==> src/hdl/tas_ram.sv <==
// ----------------------------------------------------------------------------
// tas_ram
// Generic single-write, single-read RAM with registered read data.
// ----------------------------------------------------------------------------
module tas_ram #(
  parameter int WIDTH = 8,
  parameter int DEPTH = 256
) (
  input  logic                     clk,
  input  logic                     we,
  input  logic [$clog2(DEPTH)-1:0] waddr,
  input  logic [WIDTH-1:0]         wdata,
  input  logic                     re,
  input  logic [$clog2(DEPTH)-1:0] raddr,
  output logic [WIDTH-1:0]         rdata
);

  logic [WIDTH-1:0] mem [DEPTH];

  always_ff @(posedge clk) begin
    if (we) begin
      mem[waddr] <= wdata;
    end
    if (re) begin
      rdata <= mem[raddr];
    end
  end

endmodule

==> config.mk <==
export PLATFORM = sky130hd
export DESIGN_NAME = tas_ram
export DESIGN_NICKNAME = d
export VERILOG_FILES = /design/src/hdl/tas_ram.sv
export SDC_FILE = /design/constraint.sdc
export NUM_CORES = 2
export LEC_CHECK = 0
export ABC_CLOCK_PERIOD_IN_PS = 2029
export BUFFER_PORTS_ARGS = -buffer_cell sky130_fd_sc_hd__clkbuf_2
export CORE_ASPECT_RATIO = 0.75
export CORE_MARGIN = 3
export CORE_UTILIZATION = 34
export CTS_CLUSTER_SIZE = 24
export DETAILED_ROUTE_END_ITERATION = 10
export GPL_TIMING_DRIVEN = 0
export SETUP_SLACK_MARGIN = 0.15
export SYNTH_ARGS = -nofsm -noshare
export SYNTH_HDL_FRONTEND = slang
export SYNTH_SLANG_ARGS = --single-unit
==> constraint.sdc <==
create_clock -name clk -period 2.03 [get_ports clk]
set_input_delay 0.1015 -clock clk [delete_from_list [all_inputs] [get_ports clk]]
set_output_delay 0.1015 -clock clk [all_outputs]
set_load 0.01 [all_outputs]
==> impl_metrics.sql <==
INSERT INTO impl_metrics (metric_group, metric, value, unit) VALUES
('outcome', 'run_status', 'finished, violations left', ''),
('outcome', 'violations', 'negative setup slack', ''),
('synthesis', 'synth_edf_count', '2056', ''),
('routing', 'drt-vias-per-instance', '5.84', ''),
('grt', 'number_of_global_route_vias_before_repair', '40300', ''),
('pwr', 'p_leak', '27.9', 'nW'),
('setup_path', 'crit_fanout', '10', ''),
('timing', 'timing.final.crit_share', '1.35', ''),
('synthesis', 'yosysUniqueCellTypes', '54', ''),
('synthesis', 'yosysWarningCount', '0', ''),
('setup_path', 'critical_path_arrival', '3.36', 'ns'),
('synthesis', 'yosysTopAreaCellShare', '0.775', ''),
('floorplanning', 'initial_standard_cell_utilization_of_the_core', '0.343', ''),
('clock_tree', 'cts_tree', 'done', ''),
('setup_path', 'cp-start-kind', 'primary input', ''),
('floorplanning', 'fp.dieW', '565', 'µm'),
('placement', 'hpwl', '168', 'mm'),
('routing', 'detail_route.first_pass.iterations', '6', ''),
('floorplanning', 'total_die_area', '240000', 'µm²'),
('timing', 'postLayoutSetupSlackWorst', '-0.702', 'ns'),
('setup_path', 'critical_path.max_stage_delay', '0.72', 'ns'),
('timing', 'relSlewSlack', '0.102', ''),
('placement', 'placement.io_buffers', '27', ''),
('timing', 'timing.final.crit_period', '2.73', 'ns'),
('placement', 'finalWeightedCongestion', '0.903', ''),
('synthesis', 'syn_nets', '3760', ''),
('timing', 'grt_setup_unrepaired', 'true', ''),
('synthesis', 'register_area_share_after_synthesis', '0.775', ''),
('clock_tree', 'clock_latency', '0.86', 'ns'),
('routing', 'wl_per_cell', '34.5', 'µm'),
('grt', 'grt_max_degree', '137', ''),
('timing', 'fmax', '366', 'MHz'),
('setup_path', 'crit_path_top_delay_cell', 'sky130_fd_sc_hd__a31oi_1', ''),
('synthesis', 'yosysTopAreaCell', 'sky130_fd_sc_hd__edfxtp_1', ''),
('finish', 'nNetsFinal', '4009', ''),
('setup_path', 'setup_slack_of_the_most_critical_reg_to_reg_path', '-0.68', 'ns'),
('placement', 'post-place-ws', '-3.00', 'ns'),
('pwr', 'cellPowerDensity', '951', 'nW/µm²'),
('setup_path', 'cp-startpoint', 'raddr[3]', ''),
('job', 'cap_violations', '0', ''),
('timing', 'fin_worst_skew', '0.0363', 'ns'),
('worst_hold_path', 'timing.hold.worst.start', 'wdata[3]', ''),
('finish', 'fin_area', '92900', 'µm²'),
('synthesis', 'synth.ff_latch_count', '2056', ''),
('timing', 'setup_viol_count_final', '8', ''),
('clock_tree', 'clock_sinks', '2056', ''),
('floorplanning', 'dieHeight', '425', 'µm'),
('grt', 'grtUsageTotal', '0.205', ''),
('setup_path', 'crit_chain', 'clkbuf_2, buf_2, nor2b_1, buf_1, clkbuf_2, a22oi_1, a31oi_1, nor4_2, nor4_2', ''),
('timing', 'timing.final.max_slew_violations', '0', ''),
('finish', 'finish.cell_count_without_fillers', '7230', ''),
('synthesis', 'syn-cell-area', '79600', 'µm²'),
('timing', 'finalSetupTns', '-4.82', 'ns'),
('routing', 'route.antenna.remaining_nets', '0', ''),
('synthesis', 'postSynth.topFlopCell', 'sky130_fd_sc_hd__edfxtp_1', ''),
('placement', 'dpl-instance-area', '84800', 'µm²'),
('clock_tree', 'clockBufferDepth', '4', ''),
('finish', 'drive_above_1_share', '0.300', ''),
('floorplanning', 'placement_rows', '153', ''),
('floorplanning', 'core-area', '232000', 'µm²'),
('worst_hold_path', 'hold_path_class', 'primary input to register', ''),
('grt', 'grt_first_pass_wirelength', '339', 'mm'),
('floorplanning', 'pin_count', '35', ''),
('timing', 'worst_margin_pin_slew', '1.35', 'ns'),
('clock_tree', 'worst_setup_hold_path_clk_slew', '0.06', 'ns'),
('setup_path', 'worstReg2RegEnd', 'rdata[1]$_DFFE_PP_', ''),
('placement', 'numPlacedInstances', '6878', ''),
('routing', 'finalWirelength', '250', 'mm'),
('clock_tree', 'htreeDepth', '4', ''),
('pwr', 'max-vdd-ir-drop', '0.671', 'mV'),
('setup_path', 'setup.worst_path.class', 'primary input to register', '');
[layer usage]
metal,vias up,part of all wire,wire (µm),track usage
li1,16200,-,-,-
met1,22700,0.41,103000,0.306
met2,2859,0.43,106000,0.290
met3,408,0.13,33000,0.0606
met4,6,0.030,7380,0.0528
met5,-,0.0012,302,0.0101
[logic make-up (layout without fill, tap and decap cells)]
logic type,count (synthesis),in the layout,share of synthesized area
DFF,2056,2056,0.775
muxes,591,591,0.146
and+or+nand+nor,466,466,0.0263
AOI/OAI and AO/OA,385,385,0.0342
buffers and inverters,235,629,0.0183
other,0,3,0
[cells in the mapped netlist (2+ instances only)]
| cell type | count |
|---|---|
| sky130_fd_sc_hd__a2111oi_0 | 2 |
| sky130_fd_sc_hd__buf_12 | 8 |
| sky130_fd_sc_hd__nand2b_1 | 8 |
| sky130_fd_sc_hd__buf_2 | 31 |
| sky130_fd_sc_hd__nor3_1 | 22 |
| sky130_fd_sc_hd__a311oi_1 | 2 |
| sky130_fd_sc_hd__nor2_1 | 282 |
| sky130_fd_sc_hd__clkbuf_1 | 111 |
| sky130_fd_sc_hd__mux2i_1 | 134 |
| sky130_fd_sc_hd__and3b_1 | 2 |
| sky130_fd_sc_hd__o21ai_1 | 2 |
| sky130_fd_sc_hd__a2111oi_1 | 2 |
| sky130_fd_sc_hd__a21oi_1 | 96 |
| sky130_fd_sc_hd__nor4_1 | 24 |
| sky130_fd_sc_hd__mux4_2 | 454 |
| sky130_fd_sc_hd__o221ai_1 | 46 |
| sky130_fd_sc_hd__o22ai_1 | 28 |
| sky130_fd_sc_hd__nor2b_1 | 31 |
| sky130_fd_sc_hd__buf_1 | 22 |
| sky130_fd_sc_hd__a22oi_1 | 133 |
| sky130_fd_sc_hd__o22a_1 | 5 |
| sky130_fd_sc_hd__edfxtp_1 | 2056 |
| sky130_fd_sc_hd__a31oi_1 | 2 |
| sky130_fd_sc_hd__buf_6 | 21 |
| sky130_fd_sc_hd__buf_8 | 13 |
| sky130_fd_sc_hd__nand3b_1 | 2 |
| sky130_fd_sc_hd__a22o_1 | 8 |
| sky130_fd_sc_hd__nand3_1 | 34 |
| sky130_fd_sc_hd__or2_2 | 4 |
| sky130_fd_sc_hd__buf_4 | 27 |
| sky130_fd_sc_hd__a211oi_1 | 16 |
| sky130_fd_sc_hd__mux4_1 | 2 |
| sky130_fd_sc_hd__a221oi_1 | 13 |
| sky130_fd_sc_hd__nor4_2 | 3 |
| sky130_fd_sc_hd__o32ai_1 | 4 |
| sky130_fd_sc_hd__nand2_1 | 33 |
| sky130_fd_sc_hd__o211ai_1 | 10 |
| sky130_fd_sc_hd__o21ai_0 | 10 |
| sky130_fd_sc_hd__and2_1 | 6 |
| sky130_fd_sc_hd__nand4_1 | 10 |
[layout by cell type, fill, tap and decap left out, types with 32 or more instances in the layout]
master                      netlist  final
sky130_fd_sc_hd__mux4_2         454    454
sky130_fd_sc_hd__a21oi_1         96     83
sky130_fd_sc_hd__mux2i_1        134    134
sky130_fd_sc_hd__clkinv_2         0     32
sky130_fd_sc_hd__nor2_4           0    139
sky130_fd_sc_hd__clkbuf_16        0    196
sky130_fd_sc_hd__clkbuf_1       111     68
sky130_fd_sc_hd__nor2_2           0     45
sky130_fd_sc_hd__o221ai_1        46     46
sky130_fd_sc_hd__clkbuf_2         0     60
sky130_fd_sc_hd__nor2_1         282     98
sky130_fd_sc_hd__buf_4           27     40
sky130_fd_sc_hd__edfxtp_1      2056   2056
sky130_fd_sc_hd__clkinv_1         1     48
sky130_fd_sc_hd__a22oi_1        133    133
[state kept, by name, summed over array words and instances (netlist names)]
name,cells
mem,2048
rdata,8
[stage by stage]
stage / util / total power, W / hold WS (ns)
2_1_floorplan: - / 0.0501 / 0.200
3_3_place_gp: 0.362 / 0.0529 / 0.595
3_5_place_dp: 0.365 / 0.0528 / 0.596
4_1_cts: 0.397 / 0.0883 / 0.0566
5_1_grt: 0.400 / 0.0903 / 0.0846
6_report: 0.400 / 0.0883 / 0.0280
[report_power, final]
part,switching [W],internal [W]
combinational,0.00376,0.00174
clock,0.0159,0.0201
sequential,0.0000460,0.0468
total,0.0197,0.0686
[worst min-delay path by stage]
stage | cells after the start | endpoint | slack, ns
2_1_floorplan | 0 | mem[0][0]$_DFFE_PP_ | 0.20
3_3_place_gp | 1 | rdata[1]$_DFFE_PP_ | 0.59
3_5_place_dp | 1 | rdata[1]$_DFFE_PP_ | 0.60
4_1_cts | 1 | mem[53][4]$_DFFE_PP_ | 0.06
5_1_grt | 3 | mem[235][2]$_DFFE_PP_ | 0.08
6_report | 1 | mem[121][3]$_DFFE_PP_ | 0.03
[layout make-up]
cell class	count	area, µm²
diodes	3	7.51
plain buffers	232	1990
clock buffers	229	5030
clock inverters	110	1040
fillers	20500	140000
inverters	2	8.76
multi-input cells	1442	18400
flip-flops and latches	2056	61700
well taps	3100	3880
repair buffers	56	758
[critical path, delay by kind of cell]
kind,cells,cell delay [ns]
compound gates,2,0.90
buf+inv,4,1.62
simple gates,3,0.70
[repair_timing]
action,CTS,global route
pin swaps,19,10
hold buffers,6,0
resized for setup,357,137
gates cloned,0,0
buffers inserted,4,1
hold endpoints to repair,294,0
endpoints found under the setup margin,1133,902
(Power assumes the default switching activity.)
